$ cat config.mk
export PLATFORM = sky130hd
export DESIGN_NAME = periodic_flag_timer_bank
export DESIGN_NICKNAME = d
export VERILOG_FILES = /design/src/sv/pftb_pkg.sv /design/src/sv/pftb_cell.sv /design/src/sv/periodic_flag_timer_bank.sv
export VERILOG_INCLUDE_DIRS = /design/src /design/src/sv
export SDC_FILE = /design/constraint.sdc
export NUM_CORES = 1
export LEC_CHECK = 0
export BUFFER_PORTS_ARGS = -buffer_cell sky130_fd_sc_hd__buf_2
export CORE_MARGIN = 2
export CORE_UTILIZATION = 56
export DETAILED_ROUTE_END_ITERATION = 10
export HOLD_SLACK_MARGIN = 0.12
export PLACE_DENSITY = 0.77
export SETUP_SLACK_MARGIN = 0.05
export SYNTH_ARGS = -nofsm -noshare
export SYNTH_HDL_FRONTEND = slang
export SYNTH_SLANG_ARGS = --single-unit
$ cat constraint.sdc
create_clock -name clk -period 2.8 [get_ports clk]
set_input_delay 0.14 -clock clk [delete_from_list [all_inputs] [get_ports clk]]
set_output_delay 0.14 -clock clk [all_outputs]
set_load 0.05 [all_outputs]
$ cat src/sv/periodic_flag_timer_bank_assert.svh
// Assertion macros shared by the timer bank modules.
// The macros expect a signal named clk, and PFTB_ASSERT also rst_n, in the using module.
`ifndef PERIODIC_FLAG_TIMER_BANK_ASSERT_SVH
`define PERIODIC_FLAG_TIMER_BANK_ASSERT_SVH

`ifndef SYNTHESIS

// Checked on every rising edge outside of reset.
`define PFTB_ASSERT(lbl, prop, msg) \
  lbl: assert property (@(posedge clk) disable iff (!rst_n) (prop)) else $error(msg);

// Checked on every rising edge, reset included.
`define PFTB_ASSERT_ALWAYS(lbl, prop, msg) \
  lbl: assert property (@(posedge clk) (prop)) else $error(msg);

`else

`define PFTB_ASSERT(lbl, prop, msg)
`define PFTB_ASSERT_ALWAYS(lbl, prop, msg)

`endif

`endif

$ cat src/sv/pftb_pkg.sv
`default_nettype none

package pftb_pkg;

  // Default number of flag slots.
  localparam int NUM_FLAGS_DEF = 8;

  // Millisecond counter wraps into seconds here.
  localparam int MS_WRAP = 1000;

  // Command codes of an input beat.
  typedef enum logic [1:0] {
    CMD_TICK   = 2'd0,
    CMD_CREATE = 2'd1,
    CMD_ACK    = 2'd2,
    CMD_DELAY  = 2'd3
  } cmd_t;

  // Status codes of a result beat.
  typedef enum logic [1:0] {
    ST_OK        = 2'd0,
    ST_FULL      = 2'd1,
    ST_NOT_FOUND = 2'd2,
    ST_RSVD      = 2'd3
  } status_t;

  // Input beat.
  typedef struct packed {
    logic [1:0]  cmd;
    logic [15:0] period_ticks;
    logic [2:0]  flag_id;
    logic [15:0] delay_ms;
  } pftb_in_t;

  // Result beat.
  typedef struct packed {
    logic [7:0]  pending_flags;
    logic [3:0]  active_count;
    logic [1:0]  status;
    logic [2:0]  assigned_id;
    logic [9:0]  milliseconds;
    logic [31:0] seconds;
    logic        delay_busy;
  } pftb_out_t;

  // Control broadcast to every cell for one accepted beat.
  typedef struct packed {
    logic        tick;
    logic        create;
    logic [15:0] interval;
  } pftb_ctl_t;

  // Status returned by one cell.
  typedef struct packed {
    logic created;
    logic pending;
    logic pend_nxt;
    logic found;
  } pftb_cell_st_t;

endpackage

`default_nettype wire

$ cat src/sv/pftb_cell.sv
`default_nettype none

// One flag slot: period, countdown and pending mark. The created bit is
// handed to the next cell so that a create lands in the first free slot.
module pftb_cell (
  input  wire logic                   clk,
  input  wire logic                   rst_n,
  input  wire pftb_pkg::pftb_ctl_t    ctl,
  input  wire logic                   ack_hit,
  input  wire logic                   prev_created,
  output pftb_pkg::pftb_cell_st_t     st
);
  import pftb_pkg::*;

  logic        created_r, created_nxt;
  logic        pending_r, pending_nxt;
  logic [15:0] period_r, period_nxt;
  logic [15:0] count_r, count_nxt;
  logic [15:0] count_dec;
  logic        take;

  // This slot takes a create when its predecessor is in use and it is not.
  assign take      = ctl.create && prev_created && !created_r;
  assign count_dec = count_r - 16'd1;

  // Next state of the slot.
  always_comb begin
    created_nxt = created_r;
    pending_nxt = pending_r;
    period_nxt  = period_r;
    count_nxt   = count_r;
    if (take) begin
      created_nxt = 1'b1;
      pending_nxt = 1'b0;
      period_nxt  = ctl.interval;
      count_nxt   = ctl.interval;
    end else if (ctl.tick && created_r) begin
      if (count_dec == 16'd0) begin
        pending_nxt = 1'b1;
        count_nxt   = period_r;
      end else begin
        count_nxt = count_dec;
      end
    end else if (ack_hit && created_r) begin
      pending_nxt = 1'b0;
    end
  end

  // Control bits reset; the period and countdown are written on create.
  always_ff @(posedge clk) begin
    if (!rst_n) begin
      created_r <= 1'b0;
      pending_r <= 1'b0;
    end else begin
      created_r <= created_nxt;
      pending_r <= pending_nxt;
    end
    period_r <= period_nxt;
    count_r  <= count_nxt;
  end

  assign st.created  = created_r;
  assign st.pending  = pending_r;
  assign st.pend_nxt = pending_nxt;
  assign st.found    = ack_hit && created_r;

endmodule

`default_nettype wire

$ cat src/sv/periodic_flag_timer_bank.sv
// Periodic flag timer bank with a millisecond mission clock.
//
// Input channel (in_valid, in_stall, in_data) carries one command per beat:
// a millisecond tick, a flag create, a flag acknowledge or a delay start.
// Result channel (out_valid, out_stall, out_data) returns exactly one beat
// per command, showing the pending flags, slot count, status, assigned
// slot, mission time and delay state after that command.
//
// The result is registered at the edge that accepts the command. Throughput
// is one command per cycle while no result is held, set by the row of slot
// cells that all update in the same cycle as the clock and delay counters.
// While a result waits under out_stall, in_stall is raised and the result
// holds; the next command is taken in the cycle the result leaves.
//
// Synchronous reset (rst_n low) clears the clock, the delay, the slot count
// and all pending marks. A slot's period and countdown are loaded on create.
`default_nettype none

`include "periodic_flag_timer_bank_assert.svh"

module periodic_flag_timer_bank #(
  parameter int NUM_FLAGS = pftb_pkg::NUM_FLAGS_DEF
) (
  input  wire logic                clk,
  input  wire logic                rst_n,
  input  wire logic                in_valid,
  output logic                     in_stall,
  input  wire pftb_pkg::pftb_in_t  in_data,
  output logic                     out_valid,
  input  wire logic                out_stall,
  output pftb_pkg::pftb_out_t      out_data
);
  import pftb_pkg::*;

  localparam int CW = $clog2(NUM_FLAGS + 1);

  logic                  accept;
  logic                  is_tick, is_create, is_ack, is_delay;
  pftb_ctl_t             ctl;
  logic [NUM_FLAGS-1:0]  ack_hit;
  logic [NUM_FLAGS:0]    created_chain;
  pftb_cell_st_t         cell_st [NUM_FLAGS];
  logic [NUM_FLAGS-1:0]  created_vec, pend_vec, pend_nxt_vec, found_vec;
  logic [63:0]           pend_ext;
  logic [6:0]            cnt_ext, cnt_nxt_ext;

  logic [CW-1:0]         count_r, count_nxt;
  logic [9:0]            ms_r, ms_nxt;
  logic [31:0]           sec_r, sec_nxt;
  logic [15:0]           dly_left_r, dly_left_nxt;
  logic                  dly_run_r, dly_run_nxt;
  logic                  full;
  logic                  out_valid_r, out_valid_nxt;
  pftb_out_t             out_data_r, out_data_nxt;

  // Handshake: a result under stall blocks the next beat.
  assign in_stall = out_valid_r && out_stall;
  assign accept   = in_valid && !in_stall;

  // Command decode.
  assign is_tick   = accept && (in_data.cmd == CMD_TICK);
  assign is_create = accept && (in_data.cmd == CMD_CREATE);
  assign is_ack    = accept && (in_data.cmd == CMD_ACK);
  assign is_delay  = accept && (in_data.cmd == CMD_DELAY);
  assign full      = (count_r == CW'(NUM_FLAGS));

  assign ctl.tick     = is_tick;
  assign ctl.create   = is_create;
  assign ctl.interval = in_data.period_ticks;

  // Row of slot cells; each hands its created bit to the next one.
  assign created_chain[0] = 1'b1;
  for (genvar g = 0; g < NUM_FLAGS; g++) begin : g_cell
    assign ack_hit[g] = is_ack && (7'(g) == {4'b0000, in_data.flag_id});

    pftb_cell u_cell (
      .clk          (clk),
      .rst_n        (rst_n),
      .ctl          (ctl),
      .ack_hit      (ack_hit[g]),
      .prev_created (created_chain[g]),
      .st           (cell_st[g])
    );

    assign created_chain[g+1] = cell_st[g].created;
    assign created_vec[g]     = cell_st[g].created;
    assign pend_vec[g]        = cell_st[g].pending;
    assign pend_nxt_vec[g]    = cell_st[g].pend_nxt;
    assign found_vec[g]       = cell_st[g].found;
  end

  // Mission clock, delay and slot count.
  always_comb begin
    ms_nxt       = ms_r;
    sec_nxt      = sec_r;
    dly_left_nxt = dly_left_r;
    dly_run_nxt  = dly_run_r;
    count_nxt    = count_r;
    if (is_tick) begin
      if (ms_r == 10'(MS_WRAP - 1)) begin
        ms_nxt  = 10'd0;
        sec_nxt = sec_r + 32'd1;
      end else begin
        ms_nxt = ms_r + 10'd1;
      end
      if (dly_run_r) begin
        dly_left_nxt = dly_left_r - 16'd1;
        if (dly_left_nxt == 16'd0) begin
          dly_run_nxt = 1'b0;
        end
      end
    end
    if (is_delay) begin
      dly_left_nxt = in_data.delay_ms;
      dly_run_nxt  = 1'b1;
    end
    if (is_create && !full) begin
      count_nxt = count_r + CW'(1);
    end
  end

  // Result beat built from the state after the command.
  assign pend_ext    = 64'(pend_nxt_vec);
  assign cnt_ext     = 7'(count_r);
  assign cnt_nxt_ext = 7'(count_nxt);

  always_comb begin
    out_data_nxt               = out_data_r;
    out_valid_nxt              = out_valid_r && out_stall;
    if (accept) begin
      out_valid_nxt              = 1'b1;
      out_data_nxt.pending_flags = pend_ext[7:0];
      out_data_nxt.active_count  = cnt_nxt_ext[3:0];
      out_data_nxt.status        = ST_OK;
      out_data_nxt.assigned_id   = 3'd0;
      out_data_nxt.milliseconds  = ms_nxt;
      out_data_nxt.seconds       = sec_nxt;
      out_data_nxt.delay_busy    = dly_run_nxt;
      if (is_create) begin
        if (full) begin
          out_data_nxt.status = ST_FULL;
        end else begin
          out_data_nxt.assigned_id = cnt_ext[2:0];
        end
      end
      if (is_ack && (found_vec == '0)) begin
        out_data_nxt.status = ST_NOT_FOUND;
      end
    end
  end

  always_ff @(posedge clk) begin
    if (!rst_n) begin
      count_r     <= '0;
      ms_r        <= 10'd0;
      sec_r       <= 32'd0;
      dly_left_r  <= 16'd0;
      dly_run_r   <= 1'b0;
      out_valid_r <= 1'b0;
    end else begin
      count_r     <= count_nxt;
      ms_r        <= ms_nxt;
      sec_r       <= sec_nxt;
      dly_left_r  <= dly_left_nxt;
      dly_run_r   <= dly_run_nxt;
      out_valid_r <= out_valid_nxt;
    end
    out_data_r <= out_data_nxt;
  end

  assign out_valid = out_valid_r;
  assign out_data  = out_data_r;

  // The millisecond count never reaches the wrap value.
  `PFTB_ASSERT(a_ms_range, ms_r < 10'(MS_WRAP), "millisecond count out of range")
  // The slot count agrees with the cells that are in use.
  `PFTB_ASSERT(a_count_cells, $countones(created_vec) == int'(count_r),
    "slot count disagrees with created cells")
  // Only created slots can be pending.
  `PFTB_ASSERT(a_pend_created, (pend_vec & ~created_vec) == '0,
    "pending mark on an unused slot")
  // An idle delay has run down to zero.
  `PFTB_ASSERT(a_delay_idle, !dly_run_r |-> (dly_left_r == 16'd0),
    "idle delay with time left")
  // A stalled result stays valid.
  `PFTB_ASSERT(a_result_held, out_valid_r && out_stall |=> out_valid_r,
    "stalled result dropped")

endmodule

`default_nettype wire
==> out/metrics.csv, run 1 <==
stage,metric,value,unit
worst_setup_path,reg2reg_from,g_cell[2].u_cell.count_r[4],
floorplan,row_count,68,
final_layout,seqCellArea,11090,sq um
worst_hold_path,hold_path_depth,1,
placement,placed_cells,2410,
floorplan,die_h,191.8,um
cts,root_buffer,clkbuf_16,
placement,place_congestion,0.9271,
power,p_per_area,531.4,nW/um^2
synthesis,synth_xor_area_frac,0.05812,
detailed_routing,wl,50330,um
cts,numCtsBuffers,42,
final_layout,fin_area,23330,sq um
worst_setup_path,crit_fanout,5,
worst_hold_path,hold_end,g_cell[4].u_cell.period_r[3],
synthesis,synth_compound_gate_area_share,0.1179,
floorplan,io_pins,103,
sta,hold_viol,0,
sta,fin_crit_sh,1.011,
synthesis,synth.area.top_cells,"edfxtp_1 48%, dfxtp_1 8.1%, nor2_1 3.9%",
floorplan,core,34630,sq um
worst_setup_path,timing.critical_path.cells,or4_4 > or4_4 > or3_4 > nand2_4 > nand4b_1 > clkbuf_16 > o21ai_2,
floorplan,die_w,191.8,um
sta,setup_viol,9,
worst_hold_path,min_path_type,primary input to register,
global_routing,grt_max_degree,53,
synthesis,yosys.area_share.adder,0.01394,
global_routing,grt_pass1_vias,15190,
detailed_routing,dr_wl_met2,23850,um
worst_setup_path,crit_top_cell,or4_4,
worst_setup_path,slowest_stage,or4_4,
sta,setup_slack,-32.00,ps
worst_setup_path,cp-end-kind,register,
global_routing,grt_pass1_wl,78250,um
detailed_routing,antenna_left,0,
detailed_routing,drc,0,
worst_hold_path,hold_path_startpoint,in_data[22],
synthesis,synth-seq-cells,396,
sta,worst_pin_slew,1000,ps
detailed_routing,num_vias,15680,
sta,slew_violations,0,
final_layout,n_antenna_cell,0,
final_layout,nNetsFinal,2117,
floorplan,start_util,0.5701,
detailed_routing,drt-met1-wl,20330,um
power,finalPower,12.40,mW
worst_setup_path,cpPeakStageDelay,580,ps
synthesis,ys_seq_area_frac,0.5618,
worst_setup_path,setup.worst_path.class,register to register,
final_layout,n_fill_cell,2489,
global_routing,grt.overflow.total,0,
global_routing,antenna_found_initial,1,
placement,portBuffers,102,
sta,finClkSkew,18.39,ps
detailed_routing,dr.pass1.iters,7,
sta,rsz0062_at_grt,true,
cts,clkTransAtPathRegs,60,ps
sta,fmaxAchievable,353.1,MHz
detailed_routing,wire_per_inst,19.81,um
detailed_routing,wl_met3,4241,um
final_layout,finalNonFillerCells,2540,
status,status,"finished, violations left",
sta,final.setup.tns,-175.3,ps
flow_run,maxCapViolations,0,
final_layout,syn_to_final_growth,18.19,%
cts,clk_latency,540,ps
detailed_routing,vias_per_cell,6.172,
power,max-vdd-ir-drop,549.6,uV
detailed_routing,dr.first_iter.drc_count,1562,
final_layout,multi_input_comb_area,8327,sq um
synthesis,synth.distinct_cells,89,
placement,hpwlAfterDp,31680,um
global_routing,grt_usage,0.2695,
final_layout,drive_above_1_share,0.1866,
synthesis,yosys.area.top_type,edfxtp_1,
synthesis,post-synth-top-count-cell,edfxtp_1,
sta,period_needed,2832,ps
worst_setup_path,start_kind,register,
placement,placed_cell_area,21230,sq um
synthesis,syn_nets,1922,
synthesis,async_flop_share,0,
worst_setup_path,reg2reg_to,g_cell[2].u_cell.count_r[9],
power,cellLeakagePower,8.400,nW
worst_setup_path,critPathBufInv,1,
sta,maxSlewHeadroom,0.3326,
synthesis,avgSynthCellArea,10.62,sq um
synthesis,synth_mux_area_frac,0.009000,
detailed_routing,top_layer,met5,
worst_setup_path,rr_worst_depth,7,
synthesis,synth_top_area_share,0.4807,
cts,cts.sinks,396,
worst_setup_path,required,3090,ps
cts,tritoncts,yes,
synthesis,synth_top_family_by_area,simple AND/OR/NAND/NOR gates,
synthesis,synthCells,1859,
worst_setup_path,cp.depth,7,
synthesis,synth_edf_count,316,
synthesis,syn_area,19740,sq um
synthesis,ys.flop_type,edfxtp_1,
cts,cts_buffer_depth,3,
cts,htreeDepth,2,
worst_setup_path,rrSetupSlack,-30,ps
synthesis,yosys_warnings,0,
worst_setup_path,cp.arrival,3120,ps
status,failed_checks,setup timing,
sta,hold_slack,153.2,ps
floorplan,die_area,36770,sq um
synthesis,yosys.area_share.simple,0.2065,
worst_setup_path,critical_path.top_delay_family,simple AND/OR/NAND/NOR gates,
synthesis,synth_common_cells,"316 x edfxtp_1, 206 x nor2_1, 138 x nand2_1",
cells by family after synthesis:
family | Yosys count
mux | 15
fa+ha+maj | 22
simple gates | 778
xor+xnor | 131
buf+inv | 160
flops | 396
compound gates | 357
worst max-delay path by stage:
stage,startpoint,to,slack [ps]
6_report,g_cell[2].u_cell.count_r[4],g_cell[2].u_cell.count_r[9],-30
3_5_place_dp,g_cell[2].u_cell.count_r[7],g_cell[2].u_cell.count_r[8],-90
3_3_place_gp,g_cell[1].u_cell.count_r[6],g_cell[1].u_cell.count_r[6],60
5_1_grt,g_cell[2].u_cell.count_r[7],g_cell[2].u_cell.count_r[12],-80
4_1_cts,g_cell[7].u_cell.count_r[10],g_cell[7].u_cell.count_r[12],50
2_1_floorplan,g_cell[7].u_cell.count_r[10],g_cell[7].u_cell.count_r[11],50
power breakdown:
part / leakage (nW) / total (mW) / internal, mW / switching [mW]
Combinational: 4.17 / 0.664 / 0.174 / 0.489
Sequential: 3.62 / 6.45 / 6.40 / 0.0502
Clock: 0.616 / 5.29 / 3.07 / 2.21
Total: 8.40 / 12.4 / 9.65 / 2.75
registers in the layout, indices dropped and copies added (netlist names):
| signal | cells |
|---|---|
| ms_r | 10 |
| sec_r | 32 |
| g_cell.u_cell.period_r | 128 |
| dly_run_r | 1 |
| g_cell.u_cell.pending_r | 8 |
| dly_left_r | 16 |
| out_valid | 1 |
| g_cell.u_cell.count_r | 128 |
| g_cell.u_cell.created_r | 8 |
| count_r | 4 |
| out_data | 60 |
through the flow:
| step | worst slack (ps) | utilization |
|---|---|---|
| after global routing | -82.41 | 0.6738 |
| after global placement | 57.30 | 0.6132 |
| after floorplan | 49.25 | - |
| final | -32.00 | 0.6738 |
| after detailed placement | -92.66 | 0.6132 |
| after CTS | 50.45 | 0.6621 |
placed cells by master (no fill, tap or decap), types with 63 or more instances in the layout:
cell | netlist | routed
nand3_1 | 83 | 83
buf_4 | 5 | 121
a31oi_1 | 71 | 71
nand2_1 | 138 | 137
nor2_1 | 206 | 205
buf_2 | 8 | 102
and2_1 | 63 | 63
edfxtp_1 | 316 | 316
dfxtp_1 | 80 | 79
xnor2_1 | 88 | 87
a21oi_1 | 110 | 110
area by class of cell:
type | count | share of cell area
sequential | 396 | 0.4754
clock inverter | 15 | 0.006060
inverter | 46 | 0.007561
timing repair buffer | 263 | 0.08001
multi-input combinational | 1305 | 0.3569
tap | 455 | 0.02440
clock buffer | 60 | 0.04971
per-layer routing:
layer / global-route usage / up-vias
li1: - / 7316
met5: 0 / -
met2: 0.4407 / 656
met4: 0.1145 / 2
met1: 0.3479 / 7589
met3: 0.05829 / 113
what timing repair did:
item,4_1_cts,5_1_grt
pin swaps,3,14
setup buffers,4,14
hold endpoints to repair,106,0
setup endpoints to repair,30,84
gates resized for setup,7,66
gates cloned,0,3
hold buffers,34,0
Note: power is estimated with default switching activity, not from simulation.
==> run 2, diff against run 1 <==
--- a/config.mk
+++ b/config.mk
@@ -7,6 +7,8 @@
 export NUM_CORES = 1
 export LEC_CHECK = 0
 export BUFFER_PORTS_ARGS = -buffer_cell sky130_fd_sc_hd__buf_2
+export CAP_MARGIN = 20
+export CORE_ASPECT_RATIO = 0.8
 export CORE_MARGIN = 2
 export CORE_UTILIZATION = 56
 export DETAILED_ROUTE_END_ITERATION = 10
==> constraint.sdc (replaced) <==
create_clock -name clk -period 2.3 [get_ports clk]
set_input_delay 0.115 -clock clk [delete_from_list [all_inputs] [get_ports clk]]
set_output_delay 0.115 -clock clk [all_outputs]
set_load 0.05 [all_outputs]
==> out/metrics.csv, run 2 (synthesized netlist as in run 1, its figures left out) <==
stage,metric,value,unit,change
global_routing,grt.overflow.total,0,,unchanged
final_layout,multi_input_comb_area,9935,sq um,+19%
sta,setup_viol,138,,+129
worst_setup_path,rrSetupSlack,-420,ps,-390 ps
flow_run,maxCapViolations,0,,unchanged
cts,clk_latency,550,ps,about the same
worst_setup_path,timing.critical_path.cells,inv_2 > ha_4 > or3b_4 > or4_4 > or3_4 > nand2_4 > nand4b_1 > buf_6 > clkbuf_16 > o21ai_1,,
detailed_routing,antenna_left,0,,unchanged
global_routing,grt_pass1_vias,16310,,+7.4%
detailed_routing,wl,63870,um,+27%
detailed_routing,drc,0,,unchanged
detailed_routing,dr.first_iter.drc_count,2454,,+57%
worst_setup_path,start_kind,register,,
floorplan,io_pins,103,,unchanged
worst_hold_path,hold_end,g_cell[6].u_cell.period_r[6],,
global_routing,grtUsageMet2,0.4867,,+0.04602
cts,root_buffer,clkbuf_16,,
placement,portBuffers,102,,unchanged
detailed_routing,dr.pass1.iters,6,,-1
cts,tritoncts,yes,,
worst_setup_path,cp.arrival,3010,ps,-110 ps
worst_setup_path,cp-end-kind,register,,
floorplan,die_w,213.9,um,+12%
power,finalPower,15.50,mW,+25%
placement,placed_cell_area,23130,sq um,+8.9%
global_routing,grtUsageMet3,0.05119,,-0.007099
cts,htreeDepth,2,,unchanged
worst_setup_path,reg2reg_from,g_cell[2].u_cell.count_r[1],,
placement,hpwlAfterDp,35020,um,+11%
detailed_routing,num_vias,17720,,+13%
worst_setup_path,setup.worst_path.class,register to register,,
sta,worst_pin_slew,636.1,ps,-364.0 ps
floorplan,start_util,0.5685,,-0.001623
final_layout,fin_util,0.7853,,+0.1115
global_routing,gr-usage-met1,0.4191,,+0.07117
global_routing,grt-busiest-layer,met2,,
worst_hold_path,min_path_type,primary input to register,,
final_layout,nNetsFinal,2348,,+11%
power,cellLeakagePower,10.01,nW,+19%
sta,slew_violations,0,,unchanged
worst_setup_path,reg2reg_to,g_cell[2].u_cell.count_r[3],,
final_layout,fin_area,27270,sq um,+17%
cts,clkTransAtPathRegs,70,ps,about the same
status,status,"finished, violations left",,
cts,cts.sinks,396,,unchanged
final_layout,n_fill_cell,1922,,-23%
final_layout,n_antenna_cell,0,,unchanged
status,failed_checks,setup timing,,
worst_hold_path,hold_path_depth,1,,unchanged
sta,fin_crit_sh,1.183,,+0.1711
global_routing,grt_pass1_wl,88730,um,+13%
floorplan,die_area,36780,sq um,about the same
worst_setup_path,crit_fanout,6,,+1
final_layout,final_common_cell,edfxtp_1,,
detailed_routing,wire_per_inst,22.92,um,+16%
worst_setup_path,critical_path.top_delay_family,simple AND/OR/NAND/NOR gates,,
floorplan,row_count,61,,-10%
power,p_per_area,568.5,nW/um^2,+7.0%
global_routing,grt_max_degree,52,,-1.9%
sta,hold_viol,0,,unchanged
worst_setup_path,cpPeakStageDelay,460,ps,-120 ps
sta,maxSlewHeadroom,0.5760,,+0.2434
final_layout,layout_common_cells,"316 x edfxtp_1, 286 x buf_4, 200 x nor2_1",,
worst_setup_path,required,2590,ps,-500 ps
floorplan,die_h,171.9,um,-10%
power,max-vdd-ir-drop,656.8,uV,+20%
worst_setup_path,critPathBufInv,3,,+2
global_routing,grt_usage,0.3046,,+0.03507
sta,period_needed,2720,ps,-112.2 ps
sta,fmaxAchievable,367.7,MHz,+4.1%
worst_hold_path,hold_path_startpoint,in_data[25],,
worst_setup_path,slowest_stage,or4_4,,
floorplan,core,34730,sq um,+0.29%
placement,place_ws,-441.7,ps,-349.1 ps
detailed_routing,vias_per_cell,6.358,,+3.0%
sta,rsz0062_at_grt,true,,
cts,cts_buffer_depth,3,,unchanged
final_layout,seqCellArea,11100,sq um,about the same
global_routing,antenna_found_initial,0,,-1
final_layout,syn_to_final_growth,38.15,%,
final_layout,drive_above_1_share,0.3633,,+0.1767
worst_setup_path,cp-startpoint,g_cell[2].u_cell.count_r[1],,
sta,finClkSkew,21.71,ps,+3.322 ps
placement,place_congestion,0.8814,,-4.9%
worst_setup_path,rr_worst_depth,10,,+3
sta,setup_slack,-419.8,ps,-387.8 ps
cts,numCtsBuffers,40,,-4.8%
-- run 2: worst max-delay path by stage --
stage	end	slack, ps	depth (start not counted)
CTS	g_cell[7].u_cell.count_r[12]	-350	6
global placement	g_cell[2].u_cell.count_r[0]	-380	9
detailed placement	g_cell[7].u_cell.count_r[12]	-440	6
global route	g_cell[7].u_cell.count_r[14]	-500	11
floorplan	g_cell[7].u_cell.count_r[2]	-450	8
finish	g_cell[2].u_cell.count_r[3]	-420	10
-- run 2: power by group --
part / leakage [nW] / internal (mW) / switching (mW)
clock: 0.638 / 3.89 / 2.84
sequential: 3.62 / 7.79 / 0.0690
combinational: 5.75 / 0.270 / 0.647
-- run 2: timing repair --
item,in CTS,in global routing
resized for setup,137,179
cloned,11,8
hold endpoints to repair,136,0
setup buffers,44,32
endpoints found under the setup margin,146,160
pin swaps,89,131
hold buffers,38,0
-- run 2: area by class of cell --
cell class | instances | share of cell area
Sequential cell | 396 | 0.4069
Timing Repair Buffer | 495 | 0.1519
Clock buffer | 49 | 0.03945
Inverter | 46 | 0.006928
Tap cell | 472 | 0.02165
Multi-Input combinational cell | 1306 | 0.3643
Clock inverter | 23 | 0.008854
-- run 2: per-layer routing --
layer  share of wire  vias up
li1                -     7779
met1            0.39     8599
met2            0.47     1096
met3           0.093      246
met4           0.048        0
met5               0        -
-- run 2: stage by stage --
stage                     hold WS (ps)  TNS [ps]  instances
after detailed placement         343.1    -28270       2589
final                            136.2    -27470       2787
after CTS                        122.1    -20010       2754
after floorplan                  213.9    -28200       1859
after global routing             115.3    -37970       2787
after global placement           339.2    -19870       2589
==> run 3, diff against run 2 <==
--- a/config.mk
+++ b/config.mk
@@ -10,10 +10,10 @@
 export CAP_MARGIN = 20
 export CORE_ASPECT_RATIO = 0.8
 export CORE_MARGIN = 2
-export CORE_UTILIZATION = 56
+export CORE_UTILIZATION = 62
 export DETAILED_ROUTE_END_ITERATION = 10
 export HOLD_SLACK_MARGIN = 0.12
-export PLACE_DENSITY = 0.77
+export PLACE_DENSITY = 0.81
 export SETUP_SLACK_MARGIN = 0.05
 export SYNTH_ARGS = -nofsm -noshare
 export SYNTH_HDL_FRONTEND = slang
==> constraint.sdc (replaced) <==
create_clock -name clk -period 2.6 [get_ports clk]
set_input_delay 0.13 -clock clk [delete_from_list [all_inputs] [get_ports clk]]
set_output_delay 0.13 -clock clk [all_outputs]
set_load 0.05 [all_outputs]
==> out/metrics.csv, run 3 (synthesized netlist as in run 1, its figures left out) <==
stage,metric,value,unit,change
global_routing,grt_usage,0.3162,,+0.01159
floorplan,io_pins,103,,unchanged
final_layout,layout_common_cells,"316 x edfxtp_1, 202 x nor2_1, 182 x buf_4",,
final_layout,nNetsFinal,2195,,-6.5%
final_layout,drive_above_1_share,0.2510,,-0.1122
floorplan,start_util,0.6283,,+0.05978
detailed_routing,dr.pass1.iters,5,,-1
power,p_per_area,540.6,nW/um^2,-4.9%
cts,cts.sinks,396,,unchanged
worst_setup_path,crit_fanout,6,,unchanged
sta,maxSlewHeadroom,0.3330,,-0.2430
sta,setup_slack,-164.8,ps,+255.0 ps
worst_setup_path,cp.arrival,3130,ps,+120 ps
final_layout,syn_to_final_growth,24.15,%,
cts,numCtsBuffers,39,,-2.5%
power,cellLeakagePower,8.936,nW,-11%
power,finalPower,13.25,mW,-15%
floorplan,core,31420,sq um,-9.5%
detailed_routing,wire_per_inst,21.51,um,-6.2%
global_routing,grt_max_degree,60,,+15%
global_routing,grtUsageMet3,0.05227,,+0.001087
worst_setup_path,reg2reg_to,g_cell[7].u_cell.count_r[15],,
global_routing,antenna_found_initial,2,,+2
cts,clk_latency,550,ps,about the same
sta,fin_crit_sh,1.063,,-0.1191
detailed_routing,drc,0,,unchanged
global_routing,grt-busiest-layer,met2,,
floorplan,die_w,203.5,um,-4.9%
worst_setup_path,reg2reg_from,g_cell[7].u_cell.count_r[10],,
worst_setup_path,rr_worst_depth,8,,-2
worst_setup_path,slowest_stage,or4_4,,
power,max-vdd-ir-drop,671.8,uV,+2.3%
sta,rsz0062_at_grt,true,,
worst_setup_path,required,2970,ps,+380 ps
status,status,"finished, violations left",,
floorplan,row_count,58,,-4.9%
flow_run,maxCapViolations,0,,unchanged
global_routing,grt_pass1_wl,82900,um,-6.6%
global_routing,gr-usage-met1,0.4302,,+0.01110
sta,setup_viol,44,,-68%
floorplan,die_area,33290,sq um,-9.5%
global_routing,grt_pass1_vias,15690,,-3.8%
worst_setup_path,start_kind,register,,
sta,worst_pin_slew,999.4,ps,+363.3 ps
sta,period_needed,2765,ps,+45.01 ps
detailed_routing,dr.first_iter.drc_count,1908,,-22%
floorplan,die_h,163.6,um,-4.8%
cts,clkTransAtPathRegs,60,ps,about the same
worst_hold_path,min_path_type,primary input to register,,
global_routing,grtUsageMet2,0.5163,,+0.02956
worst_hold_path,hold_path_startpoint,in_data[35],,
placement,hpwlAfterDp,33350,um,-4.8%
worst_setup_path,timing.critical_path.cells,or4_4 > buf_4 > nor4_4 > xor2_2 > nor4_4 > buf_4 > nand4_1 > a31oi_1,,
cts,htreeDepth,2,,unchanged
detailed_routing,num_vias,16720,,-5.7%
cts,root_buffer,clkbuf_16,,
worst_setup_path,setup.worst_path.class,register to register,,
status,failed_checks,setup timing,,
detailed_routing,wl,55510,um,-13%
detailed_routing,antenna_left,0,,unchanged
sta,finClkSkew,23.64,ps,+1.933 ps
worst_setup_path,critPathCapture,g_cell[7].u_cell.count_r[15],,
cts,cts_buffer_depth,3,,unchanged
placement,portBuffers,102,,unchanged
worst_setup_path,cpPeakStageDelay,560,ps,+100 ps
final_layout,final_common_cell,edfxtp_1,,
cts,tritoncts,yes,,
detailed_routing,vias_per_cell,6.476,,+1.9%
placement,place_congestion,0.9833,,+12%
placement,placed_cell_area,21780,sq um,-5.8%
worst_setup_path,cp-startpoint,g_cell[7].u_cell.count_r[10],,
global_routing,grt.overflow.total,0,,unchanged
sta,hold_viol,0,,unchanged
sta,fmaxAchievable,361.7,MHz,-1.6%
sta,slew_violations,0,,unchanged
final_layout,fin_area,24510,sq um,-10%
worst_setup_path,cp-end-kind,register,,
worst_setup_path,rrSetupSlack,-160,ps,+250 ps
==> run 3: report_power, final <==
part,internal (mW),leakage [nW],switching (mW)
clock network,3.14,0.602,2.41
logic,0.210,4.72,0.539
registers,6.89,3.62,0.0559
total,10.2,8.94,3.01
==> run 3: layout make-up <==
type                       count  area [sq um]
sequential                   396         11090
multi-input combinational   1305          8867
fill                        1883          6914
timing repair buffer         344          2619
clock buffer                  48          1040
tap                          420         525.5
clock inverter                20         178.9
inverter                      46         178.9
antenna                        2         5.005
==> run 3: through the flow <==
stage | TNS, ps | std cells | hold WS, ps | util | worst slack [ps]
after CTS | -453.2 | 2550 | 120.5 | 0.7559 | -65.09
final | -4577 | 2581 | 129.7 | 0.7800 | -164.8
after detailed placement | -8510 | 2425 | 363.7 | 0.6932 | -470.8
after global routing | -6923 | 2579 | 137.6 | 0.7798 | -212.8
after floorplan | -3921 | 1859 | 228.9 | - | -150.9
after global placement | -5667 | 2425 | 353.2 | 0.6932 | -393.4
==> run 3: worst min path at each step <==
stage                                    to  slack, ps  cells past startpoint
4_1_cts                        out_data[46]        120                      3
2_1_floorplan  g_cell[0].u_cell.period_r[0]        230                      0
6_report                       out_data[46]        130                      3
5_1_grt        g_cell[4].u_cell.period_r[2]        140                      1
3_5_place_dp                      out_valid        360                      2
3_3_place_gp                      out_valid        350                      2
==> run 3: timing repair <==
| action | in CTS | in global routing |
|---|---|---|
| hold buffers | 38 | 0 |
| pin swaps | 39 | 56 |
| endpoints found under the setup margin | 86 | 139 |
| hold endpoints to repair | 132 | 0 |
| gates resized for setup | 46 | 105 |
| gates cloned | 2 | 2 |
| setup buffers | 17 | 28 |
==> run 3: critical path, delay by kind of cell (launching register included) <==
family	cells	cell delay, ps
DFF	1	390
and+or+nand+nor	4	1390
xor gates and xnor gates	1	160
buffers and inverters	2	390
AOI/OAI and AO/OA	1	250
==> run 3: routing by layer <==
| metal | vias up | share of wire |
|---|---|---|
| li1 | 7477 | - |
| met1 | 8071 | 0.39 |
| met2 | 991 | 0.48 |
| met3 | 176 | 0.091 |
| met4 | 0 | 0.035 |
| met5 | - | 0 |
